### src/design/ffa_pkg.sv
// Shared types and constants of the first-fit frame allocator.
// Used by the controller, the datapath, the top level and the checker.
`timescale 1ns / 1ps

package ffa_pkg;

    // Default number of frames in the occupancy map.
    localparam int NUM_FRAMES_DEF = 64;

    // Field widths fixed by the interface.
    localparam int CMD_W    = 1;
    localparam int START_W  = 6;
    localparam int COUNT_W  = 7;
    localparam int STATUS_W = 2;
    localparam int FREE_W   = 7;
    localparam int SPACE_W  = 19;
    localparam int FSIZE_W  = 13;

    // Saturation limits of the report fields.
    localparam int FREE_MAX  = 127;
    localparam int SPACE_MAX = 524287;

    // Request codes.
    localparam logic [CMD_W-1:0] CMD_ALLOC = 1'b0;
    localparam logic [CMD_W-1:0] CMD_FREE  = 1'b1;

    // Result status codes.
    localparam logic [STATUS_W-1:0] STATUS_DONE  = 2'd0;
    localparam logic [STATUS_W-1:0] STATUS_NOFIT = 2'd1;
    localparam logic [STATUS_W-1:0] STATUS_BAD   = 2'd2;

    // Configuration register index and bus width.
    localparam int          APB_AW         = 3;
    localparam logic        REG_FRAME_SIZE = 1'b0;

    // Controller states.
    typedef enum logic [2:0] {
        ST_IDLE,
        ST_SCAN,
        ST_APPLY,
        ST_MULT,
        ST_RESP
    } t_state;

    // Commands from the controller to the datapath.
    typedef struct packed {
        logic capture;   // latch a new request and clear the pass state
        logic scan;      // rotate the map one frame, searching for a fit
        logic apply;     // rotate the map one frame, writing the run
        logic mult;      // form free frames times frame size
        logic load_out;  // register the result fields and strobe them
    } t_dp_cmd;

    // Status from the datapath to the controller.
    typedef struct packed {
        logic pos_last;  // the current frame is the last one of a pass
    } t_dp_status;

endpackage

### src/design/ffa_ctrl.sv
// Controller of the first-fit frame allocator: sequences the scan and apply passes.
// Depends on ffa_pkg for the state type and the command and status structs.
`timescale 1ns / 1ps

module ffa_ctrl (
    input  logic                            i_clk,
    input  logic                            i_rst_n,
    input  logic                            i_start,
    input  logic [ffa_pkg::CMD_W-1:0]       i_command,
    input  ffa_pkg::t_dp_status             i_status,
    output ffa_pkg::t_dp_cmd                o_cmd,
    output logic                            o_busy
);

    ffa_pkg::t_state r_state;
    ffa_pkg::t_state n_state;

    // State register.
    always_ff @(posedge i_clk) begin
        if (!i_rst_n) begin
            r_state <= ffa_pkg::ST_IDLE;
        end else begin
            r_state <= n_state;
        end
    end

    // Next state and datapath commands.
    always_comb begin
        n_state = r_state;
        o_cmd   = '0;
        case (r_state)
            ffa_pkg::ST_IDLE: begin
                if (i_start) begin
                    o_cmd.capture = 1'b1;
                    n_state = (i_command == ffa_pkg::CMD_ALLOC) ? ffa_pkg::ST_SCAN
                                                                : ffa_pkg::ST_APPLY;
                end
            end
            ffa_pkg::ST_SCAN: begin
                o_cmd.scan = 1'b1;
                if (i_status.pos_last) begin
                    n_state = ffa_pkg::ST_APPLY;
                end
            end
            ffa_pkg::ST_APPLY: begin
                o_cmd.apply = 1'b1;
                if (i_status.pos_last) begin
                    n_state = ffa_pkg::ST_MULT;
                end
            end
            ffa_pkg::ST_MULT: begin
                o_cmd.mult = 1'b1;
                n_state = ffa_pkg::ST_RESP;
            end
            ffa_pkg::ST_RESP: begin
                o_cmd.load_out = 1'b1;
                n_state = ffa_pkg::ST_IDLE;
            end
            default: begin
                n_state = ffa_pkg::ST_IDLE;
            end
        endcase
    end

    assign o_busy = (r_state != ffa_pkg::ST_IDLE);

endmodule

### src/design/ffa_datapath.sv
// Datapath of the first-fit frame allocator: rotating occupancy map, run search,
// free count, free space product and result registers. Depends on ffa_pkg.
`timescale 1ns / 1ps

module ffa_datapath #(
    parameter int NUM_FRAMES = ffa_pkg::NUM_FRAMES_DEF
) (
    input  logic                              i_clk,
    input  logic                              i_rst_n,
    input  ffa_pkg::t_dp_cmd                  i_cmd,
    output ffa_pkg::t_dp_status               o_status,
    input  logic [ffa_pkg::CMD_W-1:0]         i_command,
    input  logic [ffa_pkg::START_W-1:0]       i_start_frame,
    input  logic [ffa_pkg::COUNT_W-1:0]       i_frame_count,
    input  logic [ffa_pkg::FSIZE_W-1:0]       i_frame_size,
    output logic                              o_result_valid,
    output logic [ffa_pkg::STATUS_W-1:0]      o_status_code,
    output logic [ffa_pkg::START_W-1:0]       o_granted_frame,
    output logic [ffa_pkg::FREE_W-1:0]        o_free_frames,
    output logic [ffa_pkg::SPACE_W-1:0]       o_free_space
);

    // Widths of the frame index, the frame count, the range-check arithmetic and the product.
    localparam int IW = (NUM_FRAMES > 1) ? $clog2(NUM_FRAMES) : 1;
    localparam int CW = $clog2(NUM_FRAMES + 1);
    localparam int AW = (CW > 8) ? CW : 8;
    localparam int PW = (CW + ffa_pkg::FSIZE_W > 20) ? CW + ffa_pkg::FSIZE_W : 20;

    logic [NUM_FRAMES-1:0]          r_map;
    logic [IW-1:0]                  r_pos;
    logic [AW-1:0]                  r_run;
    logic [AW-1:0]                  r_lo;
    logic                           r_ok;
    logic                           r_is_alloc;
    logic [ffa_pkg::COUNT_W-1:0]    r_count;
    logic [CW-1:0]                  r_nfree;
    logic [PW-1:0]                  r_product;
    logic                           r_strobe;
    logic [ffa_pkg::STATUS_W-1:0]   r_status;
    logic [ffa_pkg::START_W-1:0]    r_granted;
    logic [ffa_pkg::FREE_W-1:0]     r_free;
    logic [ffa_pkg::SPACE_W-1:0]    r_space;

    logic                           map_bit;
    logic [AW-1:0]                  count_ext;
    logic [AW-1:0]                  pos_ext;
    logic [AW-1:0]                  run_next;
    logic [AW-1:0]                  hi;
    logic                           hit;
    logic                           in_run;
    logic                           new_bit;
    logic                           free_ok;
    logic                           pos_last;

    // Frame under examination sits at bit 0 of the rotating map.
    always_comb begin
        map_bit   = r_map[0];
        count_ext = AW'(r_count);
        pos_ext   = AW'(r_pos);
        run_next  = map_bit ? '0 : (r_run + AW'(1));
        hit       = i_cmd.scan && !r_ok && (count_ext != '0) && (run_next == count_ext);
        hi        = r_lo + count_ext;
        in_run    = r_ok && (pos_ext >= r_lo) && (pos_ext < hi);
        new_bit   = in_run ? r_is_alloc : map_bit;
        pos_last  = (r_pos == IW'(NUM_FRAMES - 1));
        free_ok   = (i_frame_count != '0) &&
                    ((AW'(i_start_frame) + AW'(i_frame_count)) <= AW'(NUM_FRAMES));
    end

    assign o_status.pos_last = pos_last;

    // Occupancy map: rotates one frame per cycle during either pass.
    always_ff @(posedge i_clk) begin
        if (!i_rst_n) begin
            r_map <= '0;
        end else if (i_cmd.scan || i_cmd.apply) begin
            r_map <= {(i_cmd.apply ? new_bit : map_bit), r_map[NUM_FRAMES-1:1]};
        end
    end

    // Request, frame position, run search and free count.
    always_ff @(posedge i_clk) begin
        if (i_cmd.capture) begin
            r_pos      <= '0;
            r_run      <= '0;
            r_nfree    <= '0;
            r_count    <= i_frame_count;
            r_is_alloc <= (i_command == ffa_pkg::CMD_ALLOC);
            if (i_command == ffa_pkg::CMD_ALLOC) begin
                r_ok <= 1'b0;
                r_lo <= '0;
            end else begin
                r_ok <= free_ok;
                r_lo <= AW'(i_start_frame);
            end
        end else begin
            if (i_cmd.scan || i_cmd.apply) begin
                r_pos <= pos_last ? '0 : (r_pos + IW'(1));
            end
            if (i_cmd.scan) begin
                r_run <= run_next;
            end
            if (hit) begin
                r_ok <= 1'b1;
                r_lo <= pos_ext + AW'(1) - count_ext;
            end
            if (i_cmd.apply && !new_bit) begin
                r_nfree <= r_nfree + CW'(1);
            end
        end
    end

    // Free space product, registered ahead of saturation.
    always_ff @(posedge i_clk) begin
        if (i_cmd.mult) begin
            r_product <= PW'(r_nfree) * PW'(i_frame_size);
        end
    end

    // Result fields with saturation of the report values.
    always_ff @(posedge i_clk) begin
        if (i_cmd.load_out) begin
            if (r_ok) begin
                r_status <= ffa_pkg::STATUS_DONE;
            end else if (r_is_alloc && (r_count != '0)) begin
                r_status <= ffa_pkg::STATUS_NOFIT;
            end else begin
                r_status <= ffa_pkg::STATUS_BAD;
            end
            r_granted <= r_ok ? r_lo[ffa_pkg::START_W-1:0] : '0;
            r_free    <= (AW'(r_nfree) > AW'(ffa_pkg::FREE_MAX)) ?
                         ffa_pkg::FREE_W'(ffa_pkg::FREE_MAX) : r_nfree[ffa_pkg::FREE_W-1:0];
            r_space   <= (r_product > PW'(ffa_pkg::SPACE_MAX)) ?
                         ffa_pkg::SPACE_W'(ffa_pkg::SPACE_MAX) : r_product[ffa_pkg::SPACE_W-1:0];
        end
    end

    // One-cycle result strobe.
    always_ff @(posedge i_clk) begin
        if (!i_rst_n) begin
            r_strobe <= 1'b0;
        end else begin
            r_strobe <= i_cmd.load_out;
        end
    end

    assign o_result_valid  = r_strobe;
    assign o_status_code   = r_status;
    assign o_granted_frame = r_granted;
    assign o_free_frames   = r_free;
    assign o_free_space    = r_space;

endmodule

### src/design/first_fit_frame_allocator_core.sv
// Top level of the first-fit frame allocator: configuration register, controller
// and datapath. Depends on ffa_pkg, ffa_ctrl and ffa_datapath.
//
//   Channel   Handshake                         Fields
//   request   start high while busy low         i_command, i_start_frame, i_frame_count
//   result    o_result_valid, one cycle         o_status, o_granted_frame,
//                                               o_free_frames, o_free_space
//   config    psel & penable & pwrite (APB)     frame_size at byte address 0
//
// An allocate request, granted or not, runs a search pass and a write pass, a free
// request the write pass only; each then forms the free space product and result.
// The map rotates one frame per cycle past a single examination point in each pass.
// busy is high from the transfer until the cycle the result strobe shows.
// Reset is synchronous, active low, and marks every frame free, frame_size 1.
// The receiver cannot stall: each result is shown for exactly one cycle.
`timescale 1ns / 1ps

module first_fit_frame_allocator_core #(
    parameter int NUM_FRAMES = ffa_pkg::NUM_FRAMES_DEF
) (
    input  logic                            i_clk,
    input  logic                            i_rst_n,
    input  logic                            start,
    output logic                            busy,
    input  logic [ffa_pkg::CMD_W-1:0]       i_command,
    input  logic [ffa_pkg::START_W-1:0]     i_start_frame,
    input  logic [ffa_pkg::COUNT_W-1:0]     i_frame_count,
    output logic                            o_result_valid,
    output logic [ffa_pkg::STATUS_W-1:0]    o_status,
    output logic [ffa_pkg::START_W-1:0]     o_granted_frame,
    output logic [ffa_pkg::FREE_W-1:0]      o_free_frames,
    output logic [ffa_pkg::SPACE_W-1:0]     o_free_space,
    input  logic                            psel,
    input  logic                            penable,
    input  logic                            pwrite,
    input  logic [ffa_pkg::APB_AW-1:0]      paddr,
    input  logic [31:0]                     pwdata,
    output logic [31:0]                     prdata,
    output logic                            pready
);

    logic [ffa_pkg::FSIZE_W-1:0]  r_frame_size;
    logic                         reg_hit;
    ffa_pkg::t_dp_cmd             dp_cmd;
    ffa_pkg::t_dp_status          dp_status;

    // Configuration register; the byte offset bits are ignored.
    assign reg_hit = (paddr[2] == ffa_pkg::REG_FRAME_SIZE);
    assign pready  = 1'b1;
    assign prdata  = reg_hit ? 32'(r_frame_size) : '0;

    always_ff @(posedge i_clk) begin
        if (!i_rst_n) begin
            r_frame_size <= ffa_pkg::FSIZE_W'(1);
        end else if (psel && penable && pwrite && pready && reg_hit) begin
            r_frame_size <= pwdata[ffa_pkg::FSIZE_W-1:0];
        end
    end

    // Sequencer.
    ffa_ctrl u_ctrl (
        .i_clk     (i_clk),
        .i_rst_n   (i_rst_n),
        .i_start   (start),
        .i_command (i_command),
        .i_status  (dp_status),
        .o_cmd     (dp_cmd),
        .o_busy    (busy)
    );

    // Map, search and report.
    ffa_datapath #(
        .NUM_FRAMES (NUM_FRAMES)
    ) u_datapath (
        .i_clk           (i_clk),
        .i_rst_n         (i_rst_n),
        .i_cmd           (dp_cmd),
        .o_status        (dp_status),
        .i_command       (i_command),
        .i_start_frame   (i_start_frame),
        .i_frame_count   (i_frame_count),
        .i_frame_size    (r_frame_size),
        .o_result_valid  (o_result_valid),
        .o_status_code   (o_status),
        .o_granted_frame (o_granted_frame),
        .o_free_frames   (o_free_frames),
        .o_free_space    (o_free_space)
    );

endmodule

### config.mk
export PLATFORM = sky130hd
export DESIGN_NAME = first_fit_frame_allocator_core
export DESIGN_NICKNAME = d
export VERILOG_FILES = /design/src/design/ffa_pkg.sv /design/src/design/ffa_ctrl.sv /design/src/design/ffa_datapath.sv /design/src/design/first_fit_frame_allocator_core.sv
export SDC_FILE = /design/constraint.sdc
export NUM_CORES = 1
export LEC_CHECK = 0
export ABC_CLOCK_PERIOD_IN_PS = 7500
export BUFFER_PORTS_ARGS = -buffer_cell sky130_fd_sc_hd__buf_2
export CAP_MARGIN = 20
export CORE_MARGIN = 3
export CORE_UTILIZATION = 25
export CTS_CLUSTER_SIZE = 25
export DETAILED_ROUTE_END_ITERATION = 8
export GPL_TIMING_DRIVEN = 0
export PLACE_DENSITY = 0.49
export SYNTH_ARGS = -nofsm -noshare
export SYNTH_HDL_FRONTEND = slang
export SYNTH_HIERARCHICAL = 1
export SYNTH_SLANG_ARGS = --single-unit
### constraint.sdc
create_clock -name i_clk -period 7.5 [get_ports i_clk]
set_input_delay 0.375 -clock i_clk [delete_from_list [all_inputs] [get_ports i_clk]]
set_output_delay 0.375 -clock i_clk [all_outputs]
set_load 0.02 [all_outputs]
# ---- Word level (Yosys, flattened, before mapping)
# Index checks and enable logic that the tools add are counted.
dict set report classes {
  eq_ne 9
  multipliers 1
  magnitude_cmp 4
  n_reduce_logical 20
  bitwise_logic 2
  addsub 7
  muxes 23
}
# cell n
set op_table {}
lappend op_table {{2-to-1 mux 8 bit} 3}
lappend op_table {{> comparator 20 x 19 -> 1 bit (second input constant)} 1}
lappend op_table {{multiplier 7 x 13 -> 20 bit} 1}
lappend op_table {{nonzero test 7 bit} 2}
lappend op_table {{2-to-1 mux 13 bit} 1}
lappend op_table {{2-to-1 mux 6 bit} 2}
lappend op_table {{case mux 3 bit (4 select lines)} 1}
lappend op_table {{logical AND 1 bit} 11}
lappend op_table {{2-to-1 mux 1 bit} 11}
lappend op_table {{2-to-1 mux 3 bit} 3}
lappend op_table {{adder 6 x 7 -> 8 bit} 1}
lappend op_table {{adder 8 x 1 -> 8 bit (second input constant)} 1}
lappend op_table {{adder 8 x 7 -> 8 bit} 1}
lappend op_table {{== test 8 x 7 -> 1 bit} 1}
lappend op_table {{greater-or-equal comparator 6 x 8 -> 1 bit} 1}
lappend op_table {{less-or-equal comparator 8 x 7 -> 1 bit (second input constant)} 1}
lappend op_table {{less-than comparator 6 x 8 -> 1 bit} 1}
lappend op_table {{subtractor 8 x 7 -> 8 bit} 1}
lappend op_table {{adder 6 x 1 -> 7 bit (second input constant)} 1}
lappend op_table {{adder 7 x 1 -> 7 bit (second input constant)} 1}
lappend op_table {{adder 6 x 1 -> 6 bit (second input constant)} 1}
lappend op_table {{== test 3 x 2 -> 1 bit (second input constant)} 2}
lappend op_table {{== test 6 bit (second input constant)} 1}
lappend op_table {{2-to-1 mux 2 bit} 2}
lappend op_table {{other kinds (11)} 14}
dict set report word_totals {
  wordCells 82
  out_inout_bits 69
  reg_bits 173
}

# ---- Longest topological paths before layout
# Gate-level depths: netlist (run 1).
dict set report depth {
  depth_word 7
  depth_mapped 18
  ltp_nobuf 17
}

# ---- By module
# The synthesis (run 1) kept the hierarchy.
# mod n_inst area_each_um2 cells_per_inst
set modules_own_cells {}
lappend modules_own_cells {ffa_datapath 1 10038.4 1040}
lappend modules_own_cells {first_fit_frame_allocator_core 1 797.0 94}
lappend modules_own_cells {ffa_ctrl 1 196.4 21}

# ---- Worst setup path before layout (run 1)
# No wires, ideal clock.
dict set report synth_path {
  kind {reg-to-reg}
  from {register u_datapath.r_nfree[5]}
  to {register u_datapath.r_product[17] (data pin)}
  slack_ns 2.752
  n_path_buf 1
  arrival_ns 4.489
  required_ns 7.241
  stages_incl_launch_ff 17
  path_cell_list {dfxtp_1 clkbuf_1 and2_1 fa_1 fa_1 fa_1 inv_1 fa_1 inv_1 ha_1 a21o_1 a31oi_1 o22ai_1 a2111oi_2 o21bai_1 a21oi_1 xnor2_1}
}
dict set report synth_via {
  elab_chain_len 1
}
# element line_no
set synth_rtl {}
lappend synth_rtl {{start: declaration} ffa_datapath.sv:36} ;# logic [CW-1:0] r_nfree;
lappend synth_rtl {{start signal: assignment} ffa_datapath.sv:108} ;# r_nfree <= r_nfree + CW'(1);
lappend synth_rtl {{multiplier 7 x 13 -> 20 bit} ffa_datapath.sv:116} ;# r_product <= PW'(r_nfree) * PW'(i_frame_size);
lappend synth_rtl {{end signal: assignment} ffa_datapath.sv:116}
lappend synth_rtl {{end: declaration} ffa_datapath.sv:37} ;# logic [PW-1:0] r_product;
# No other way between the ends.
# A chain may end at the register's enable or synchronous reset.

# ---- Final worst setup path (run 1)
dict set report layout_path {
  from {register u_datapath.r_nfree[6]}
  to {register u_datapath.r_product[19] (data pin)}
}
# The elaborated chain is that of the path after synthesis.

==> impl_summary.md, run 1 <==
Clock tree
The root buffer cell is sky130_fd_sc_hd__clkbuf_16. The tree built by TritonCTS fans out to 173 sinks. Post-CTS timing repair inserted 0 buffers for setup.

TritonCTS built the clock tree. The number of levels the H-tree was split into is 4. The clock latency reported for the late side of the worst-skew pair is 0.43 ns. The count of cells resized by post-cts repair is 0. The number of hold-repair buffers added at the cts stage is 0. Counting along the longest clock path gives a buffer depth of 2. The number of CTS-inserted buffers is 17. The CTS clock-pin slew for the worst setup and hold paths is 0.07 ns.

Worst setup path
The number of cells on the worst reg-to-reg path is 16. The classification of the worst setup path is reg -> reg. The sort of element at the end of the critical path is a flop. The setup check on the worst reg-to-reg path leaves a slack of 1.90 ns. The critical path goes through clkbuf_1 -> and2_1 -> fa_1 -> fa_1 -> fa_1 -> inv_1 -> fa_1 -> inv_1 -> ha_1 -> a21o_1 -> a31oi_1 -> o22ai_1 -> a2111oi_2 -> o21ai_1 -> a21oi_1 -> xnor2_1. The biggest cell delay along the critical path is 0.56 ns. Following the worst setup path forward leads to its endpoint at u_datapath/r_product[19]. The slowest stage of the critical path is the sky130_fd_sc_hd__dfxtp_1 cell. Broken down by cell family, the worst path's largest delay share belongs to adder cells. The combined buffer and inverter count along the critical path is 3.

The reg-to-reg critical path startpoint is u_datapath/r_nfree[6]. The reg-to-reg endpoint is u_datapath/r_product[19]. Counting stages on the worst path, the most repeated cell is sky130_fd_sc_hd__fa_1. The required arrival time at the worst endpoint is 7.67 ns. In this run the worst path has a maximum fanout of 10. The worst setup path is launched from a flop.

The critical path starts at u_datapath/r_nfree[6]. The number of logic stages on the critical path including buffering is 16. Data arrives at the worst endpoint at 5.77 ns.

Synthesis
The most common flop cell mapped by yosys is sky130_fd_sc_hd__dfxtp_1. The post-synthesis adder-cell area fraction is 19.1%. The portion of synthesized area spent on multiplexers is 2.21%. The number of warning messages in the yosys log is 6. Sequential cells were found to cover 37.8% of the synthesized design area. Sorting the synthesized cells by how often they occur yields sky130_fd_sc_hd__nand2_1 (198), sky130_fd_sc_hd__dfxtp_1 (102), sky130_fd_sc_hd__inv_1 (101). The async set-reset flop share out of synthesis is 0%. The number of storage elements in the synthesis netlist is 173. Summed over its instances, the top area cell type makes up 19.3% of the synthesized netlist area.

The share of synthesized cell area in and, or, nand and nor gates is 19.0%. After synthesis, the cell types taking the most area are sky130_fd_sc_hd__edfxtp_1 (19%), sky130_fd_sc_hd__dfxtp_1 (19%), sky130_fd_sc_hd__fa_1 (10%), sky130_fd_sc_hd__ha_1 (8.7%), sky130_fd_sc_hd__nand2_1 (6.7%). After synthesis, the largest family of logic cells by area is adder cells. The synthesized netlist devotes 3.18% of its cell area to XOR and XNOR gates. A synthesized cell averages 9.55 um2. The count of flip-flops with a built-in enable after synthesis is 71. Of all cell types, the one taking the most synthesized area is sky130_fd_sc_hd__edfxtp_1.

After synthesis the cells add up to 0.0110 mm2. Summing the areas of all compound-gate instances in the mapped netlist gives 12.0% of the synthesized area. The library cell with the highest instance count after synthesis is sky130_fd_sc_hd__nand2_1. The cell count after synthesis came out at 1155. The number of different library cells used by synthesis comes to 71.

Global routing
The routing layer with the top usage in global route is met2. The wire length of the first global-routing pass is 40200 um. The fraction of met3 tracks used by global routing is 1.98%. The number of antenna violations at the first check in global routing is 0. The number of global-route vias before repair is 7837. Entering global routing, the biggest net connects 36 pins. The overall track demand over capacity in global routing is 10.7%.

The global route total overflow is 0. The met1 track demand over resource in global routing is 13.7%. Global routing used 18.4% of the available met2 tracks.

Power
Summed over all nets, the switching power comes to 618 uW. In this run switching power makes up 26.6% of total power. In this run the static leakage power is 0.00541 uW. The internal portion of total power is 1700 uW.

Power comes to 2320 uW. Sequential cells account for 45.3% of the total power. The power density over the cells is 180 mW/mm2. The clock network is responsible for 40.3% of the overall power.

The proportion of power drawn by combinational gates is 14.4%. VDD sags by at most 0.000152 V.

Drt
The routed length per instance is 13.2 um. The first detailed-routing pass took 5 iterations. The average via count per standard cell is 4.30. The residual DRC count is 0. The total via count in the routed design is 8041. The detail route stage leaves a number of antenna-violating nets equal to 0. The detailed router finished its first iteration with 397 violations. The final wirelength is 24700 um.

Timing
Setup violations remaining at the end of the flow were counted as 0. The worst relative slew slack is 38.8%. The count of endpoints failing hold in the final timing report is 0. The final-report max-slew violation count is 0.

Subtracting the final worst setup slack from the clock period gives 5.60 ns. The transition time at the pin with the least slew margin is 0.919 ns. The final critical path takes up 74.6% of the cycle. The top achievable clock speed is 179 MHz. The worst-case clock skew is 0.00743 ns. For the final routed database, the setup TNS stands at 0 ns.

Setup repair after global routing left no endpoint under its margin.

Floorplanning
The die is 216 um wide. The effective utilization at floorplan is 25.4%. The floorplan die area is 0.0467 mm2.

For this design the top-level I/O count stands at 124. The core region is 0.0434 mm2. The height of the die is 216 um.

The number of cell rows is 76.

Finish
Compared with the post-synthesis result, the final layout area differs by 16.6%. The proportion of layout cells with a drive suffix above 1 is 14.0%. 0 antenna diodes ended up in the layout. The count of placed standard cells in the final layout, fillers left out is 1872. In the final design database the tool counted 1463 nets.

Placed design
The count of input and output buffers is 82. Detailed placement ended at an HPWL of 19300 um. Routability-driven placement finished with a final weighted congestion of 0.809.

The number of placed instances with taps included is 1840.

Job
The number of max-capacitance violations reported is 0.

Min path
The min-delay analysis places its worst path in the category in -> reg.

Outcome
The run finished with clean final reports.
==> worst min path at each step <==
| stage | start | endpoint | slack, ns | depth (start not counted) |
|---|---|---|---|---|
| final | i_frame_count[5] | u_datapath/r_count[5] | 0.15 | 1 |
| after global routing | i_frame_count[4] | u_datapath/r_count[4] | 0.13 | 1 |
| after CTS | i_frame_count[5] | u_datapath/r_count[5] | 0.12 | 1 |
| after detailed placement | u_datapath/r_map[24] | u_datapath/r_map[23] | 0.45 | 2 |
| after global placement | u_datapath/r_map[30] | u_datapath/r_map[30] | 0.45 | 2 |
| after floorplan | u_datapath/r_map[63] | u_datapath/r_map[62] | 0.44 | 2 |
==> registers in the layout (all words and copies together) (netlist names) <==
register                    flops
r_frame_size                   13
u_ctrl/r_state                  3
u_datapath/o_free_frames        7
u_datapath/o_free_space        19
u_datapath/o_granted_frame      6
u_datapath/o_result_valid       1
u_datapath/o_status_code        2
u_datapath/r_count              7
u_datapath/r_is_alloc           1
u_datapath/r_lo                 8
u_datapath/r_map               64
u_datapath/r_nfree              7
u_datapath/r_ok                 1
u_datapath/r_pos                6
u_datapath/r_product           20
u_datapath/r_run                8
==> worst reg2reg max path: stages, from the launching register on <==
cell	delay, ns
sky130_fd_sc_hd__dfxtp_1	0.56
sky130_fd_sc_hd__clkbuf_1	0.47
sky130_fd_sc_hd__and2_1	0.24
sky130_fd_sc_hd__fa_1	0.43
sky130_fd_sc_hd__fa_1	0.52
sky130_fd_sc_hd__fa_1	0.54
sky130_fd_sc_hd__inv_1	0.05
sky130_fd_sc_hd__fa_1	0.53
sky130_fd_sc_hd__inv_1	0.04
sky130_fd_sc_hd__ha_1	0.38
sky130_fd_sc_hd__a21o_1	0.23
sky130_fd_sc_hd__a31oi_1	0.24
sky130_fd_sc_hd__o22ai_1	0.15
sky130_fd_sc_hd__a2111oi_2	0.50
sky130_fd_sc_hd__o21ai_1	0.14
sky130_fd_sc_hd__a21oi_1	0.20
sky130_fd_sc_hd__xnor2_1	0.11
==> per-stage QoR <==
step	setup WS [ns]	hold WS [ns]	instance area, um2	utilization [%]
3_3_place_gp	1.89	0.448	12200	28.2
5_1_grt	1.56	0.128	12900	29.7
6_report	1.90	0.153	12900	29.7
3_5_place_dp	1.90	0.455	12200	28.2
2_1_floorplan	2.75	0.440	11100	-
4_1_cts	1.88	0.121	12900	29.7
==> logic make-up after synthesis <==
group | after synthesis
AND/OR/NAND/NOR | 424
buffers and inverters | 166
XOR/XNOR | 40
flip-flops | 173
multiplexers | 23
adder cells (fa/ha/maj) | 134
other | 2
AO/OA/AOI/OAI | 193
==> cell usage in the layout (no fill, tap or decap), types with 16 or more instances in the layout <==
cell | Yosys | final
sky130_fd_sc_hd__inv_1 | 101 | 101
sky130_fd_sc_hd__nor2_1 | 43 | 43
sky130_fd_sc_hd__nand3_1 | 16 | 16
sky130_fd_sc_hd__or2_2 | 20 | 20
sky130_fd_sc_hd__o21ai_0 | 26 | 26
sky130_fd_sc_hd__clkbuf_1 | 39 | 40
sky130_fd_sc_hd__fa_1 | 57 | 57
sky130_fd_sc_hd__a21oi_1 | 36 | 36
sky130_fd_sc_hd__buf_2 | 1 | 83
sky130_fd_sc_hd__edfxtp_1 | 71 | 71
sky130_fd_sc_hd__nor2b_1 | 18 | 18
sky130_fd_sc_hd__dfxtp_1 | 102 | 102
sky130_fd_sc_hd__a21boi_0 | 63 | 63
sky130_fd_sc_hd__nand2_1 | 198 | 198
sky130_fd_sc_hd__xnor2_1 | 25 | 25
sky130_fd_sc_hd__conb_1 | 2 | 20
sky130_fd_sc_hd__ha_1 | 77 | 77
sky130_fd_sc_hd__and2_1 | 67 | 66
sky130_fd_sc_hd__clkbuf_16 | 0 | 17
sky130_fd_sc_hd__mux2i_1 | 18 | 18
sky130_fd_sc_hd__a21o_1 | 16 | 16
sky130_fd_sc_hd__buf_4 | 22 | 22
==> metal layers <==
layer	share of wire (%)	up-vias
met1	48	3860
met2	48	97
met5	0	-
met4	1.4	0
li1	-	4064
met3	2.4	20
==> power groups by stage <==
stage               Sequential [uW]  Combinational (uW)  Clock (uW)
floorplan                      1060                 250           0
global placement               1070                 332           0
detailed placement             1070                 337           0
CTS                            1050                 338         965
global route                   1050                 379        1000
finish                         1050                 335         934
==> cell type report <==
type                    instances  area, um2
plain buffers                  65        352
clock buffers                  18        429
clock inverters                14        190
fillers                      4585      30500
inverters                     101        379
multi-input cells             834       6200
flip-flops and latches        173       4170
well taps                     585        732
repair buffers                 82        410
No activity file was read; power rests on OpenSTA's default activity.
==> inputs of run 2 (changes only) <==
- ABC_CLOCK_PERIOD_IN_PS: 7500 -> 4850
- PLACE_DENSITY: 0.49 -> 0.5
- clock period: 7.5 -> 4.85 ns (I/O delays scaled with it)
==> run 2 against run 1 <==
Effect of this change: via count is 0.86% higher; wire length is 2.2% higher; global-route usage up 0.081 points; worst setup slack got worse by 1.7 ns; fmax increased by 20%; combinational power rose by 56%; largest power group unchanged; critical endpoint unchanged; clock power rose by 43%; sequential cell count unchanged.
==> impl_summary.md, run 2 (synthesized netlist as in run 1, its figures left out) <==
Timing
The worst-case clock skew is 0.0104 ns. The top achievable clock speed is 215 MHz. The post-route worst hold slack is 0.0255 ns.

The final critical path takes up 95.8% of the cycle. The final-report max-slew violation count is 0. In this run the tightest slew margin relative to its limit is 39.3%.

The clock period minus final worst setup slack is 4.65 ns. The final count of negative-setup-slack endpoints is 0. For the pin with the worst max-slew slack, the measured transition is 0.910 ns.

The count of endpoints failing hold in the final timing report came to 0.

Worst setup path
The slack of the worst reg-to-reg path is 0.20 ns. The combined buffer and inverter count along the critical path is 4. The required arrival time at the worst endpoint is 5.02 ns. In this design, the critical path's most frequently occurring cell is sky130_fd_sc_hd__fa_1. The kind of cell with the highest combined delay on the critical path is adder cells.

The reg-to-reg critical path startpoint is u_datapath/r_nfree[3]. The worst setup path is launched from a flop. The library cell contributing the largest single delay on the critical path is sky130_fd_sc_hd__fa_1. The critical path goes through buf_4 -> and2_1 -> fa_1 -> fa_1 -> fa_1 -> inv_1 -> fa_1 -> inv_2 -> ha_4 -> a21o_1 -> a31oi_4 -> o22ai_2 -> a2111oi_2 -> buf_4 -> o21ai_1 -> a21oi_1 -> xnor2_1. The classification of the worst setup path is reg -> reg.

The critical path runs through a total of 17 cells. The largest single stage delay on the critical path is 0.52 ns. The sort of element at the end of the critical path is a flop. The reg-to-reg endpoint is u_datapath/r_product[19]. For the worst setup path, the data arrival time is 4.82 ns. Measured in cells, the most critical reg-to-reg path has a length of 17. In this run the worst path has a maximum fanout of 6.

Global routing
The number of antenna violations at the first check in global routing was 1. The first global-routing pass estimated 40600 um of wire. The overall track demand over capacity in global routing is 10.8%. The number of global-route vias before repair is 7952. The pin count of the biggest net entering global routing is 36. The total overflow left after global routing is 0.

Drt
The final wirelength is 25200 um. Using the TritonRoute via totals, the vias-per-cell ratio works out to 4.30. The total length of routed met3 wires is 715 um. After detailed routing, the number of remaining DRC violations is 0. In this run, the number of DRC markers left after iteration 0 of detailed routing was 333. The pre-antenna-repair detailed-routing pass consisted of 4 iterations. For this block, the via count after detailed routing is 8110. The detailed-route wire length on metal 1 is 11400 um. Once detail routing completed, the nets flagged for antenna violations numbered 0. The uppermost signal routing layer after detailed routing is met5.

After detailed routing, the average wire length per cell comes to 13.3 um. The wire length on met2 is 12600 um.

Clock tree
Clock latency on the worst-skew pair, taken at its later pin, is 0.44 ns. Clock-pin slew was measured on the worst setup and hold paths at 0.07 ns. The root buffer cell chosen for the clock tree is sky130_fd_sc_hd__clkbuf_16. The worst-case clock buffer depth is 2. The number of CTS-inserted buffers is 17.

The CTS tree is built. The number of levels the H-tree was split into is 4. The clock net in this run drives a total of 173 sinks.

Finish
Ranked by flip-flop count, first place goes to u_datapath/r_map. In the layout the commonest cells are sky130_fd_sc_hd__nand2_1 (198), sky130_fd_sc_hd__inv_1 (99), sky130_fd_sc_hd__dfxtp_1 (86). The number of antenna diodes in the final layout is 0.

The number of nets in the final layout is 1479. The number of flip-flops in the largest register is 64. For this run, the number of standard cells in the final layout without fillers is 1888. Relative to the synthesized area, the layout overhead comes to 19.1%. The proportion of layout cells with a drive suffix above 1 is 17.7%. The most common cell after layout, fill and taps aside is sky130_fd_sc_hd__nand2_1. The final non-filler cell area is 0.0131 mm2.

Floorplanning
Once the floorplan was initialized, standard cells occupied 25.4% of the core. From bottom edge to top edge, the die measures 216 um. The initialized floorplan defines 76 standard-cell rows. The I/O pin total is 124. The floorplan die area is 0.0467 mm2. Measured along the x axis, the die boundary spans 216 um. The core region is 0.0434 mm2.

Min path
The worst hold path belongs to the class in -> reg. Along the worst hold path, the cell count comes to 1. The launch instance of the worst min-delay path is i_frame_count[0]. The path with the worst hold slack has its endpoint at u_datapath/r_count[0].

Power
The analysis attributes to cell leakage a power of 0.00553 uW. The power density over the cells is 265 mW/mm2. The post-layout total power is 3490 uW.

The maximum ir drop on the vdd rail is 0.000219 V.

Placed design
Summed over all nets, the half-perimeter wirelength after detailed placement is 19400 um. The number of placed instances with taps included is 1840. The instance area after placement is 0.0122 mm2.

Routability-driven placement finished with a final weighted congestion of 0.822. Buffers placed on the I/O ports in this run total 82.

Job
The number of max-capacitance violations reported is 0.

Outcome
The flow ran to the end, and the final reports show no timing, DRC or antenna violations.
## run 2: cell count changes in the layout (fill, tap and decap cells not counted), moves of 3 or more
cell,change
sky130_fd_sc_hd__ha_4,+3
sky130_fd_sc_hd__clkbuf_1,-7
sky130_fd_sc_hd__buf_8,+4
sky130_fd_sc_hd__ha_1,-5
sky130_fd_sc_hd__bufinv_16,-3
sky130_fd_sc_hd__clkinv_2,+3
sky130_fd_sc_hd__dlygate4sd3_1,+3
sky130_fd_sc_hd__buf_4,+14
sky130_fd_sc_hd__dfxtp_1,-16
sky130_fd_sc_hd__dfxtp_4,+6
sky130_fd_sc_hd__inv_2,+3
sky130_fd_sc_hd__dfxtp_2,+10
## run 2: where the power goes
group          leakage, uW  internal, uW  total [uW]  switching (uW)
Combinational      0.00376           210         524             314
Clock             0.000282           751        1340             589
Sequential         0.00148          1560        1620            60.5
## run 2: how the worst max path moves through the flow
| stage | from | endpoint | slack, ns |
|---|---|---|---|
| 4_1_cts | u_datapath/r_nfree[6] | u_datapath/r_product[19] | 0.003 |
| 3_5_place_dp | u_datapath/r_nfree[4] | u_datapath/r_product[19] | -0.71 |
| 6_report | u_datapath/r_nfree[3] | u_datapath/r_product[19] | 0.20 |
| 2_1_floorplan | u_datapath/r_nfree[5] | u_datapath/r_product[17] | 0.10 |
| 3_3_place_gp | u_datapath/r_nfree[4] | u_datapath/r_product[19] | -0.75 |
| 5_1_grt | r_frame_size[10] | u_datapath/r_product[19] | -0.02 |
## run 2: cell type report
cell class | instances | area [um2]
fillers | 4596 | 30200
multi-input cells | 834 | 6290
flip-flops and latches | 173 | 4210
well taps | 585 | 732
repair buffers | 99 | 546
clock buffers | 19 | 464
plain buffers | 64 | 400
inverters | 101 | 379
clock inverters | 13 | 113
## run 2: per-layer routing
metal	vias to the layer above	GRT usage [%]
met4	2	3.41
met3	29	2.12
met1	3866	13.1
li1	4103	-
met5	-	0
met2	110	19.1
## run 2: stage by stage
stage | worst slack (ns) | utilization [%] | setup TNS [ns]
final | 0.203 | 30.3 | 0
after detailed placement | -0.712 | 28.2 | -3.07
after global placement | -0.752 | 28.2 | -3.15
after floorplan | 0.102 | - | 0
after CTS | 0.00297 | 29.9 | 0
after global routing | -0.0245 | 30.3 | -0.0405
## run 2: timing repair
item,CTS,global route
pin swaps,2,28
gates resized for setup,31,34
gates cloned,0,0
hold endpoints to repair,3,0
endpoints found under the setup margin,8,4
buffers inserted,1,13
hold buffers,3,0
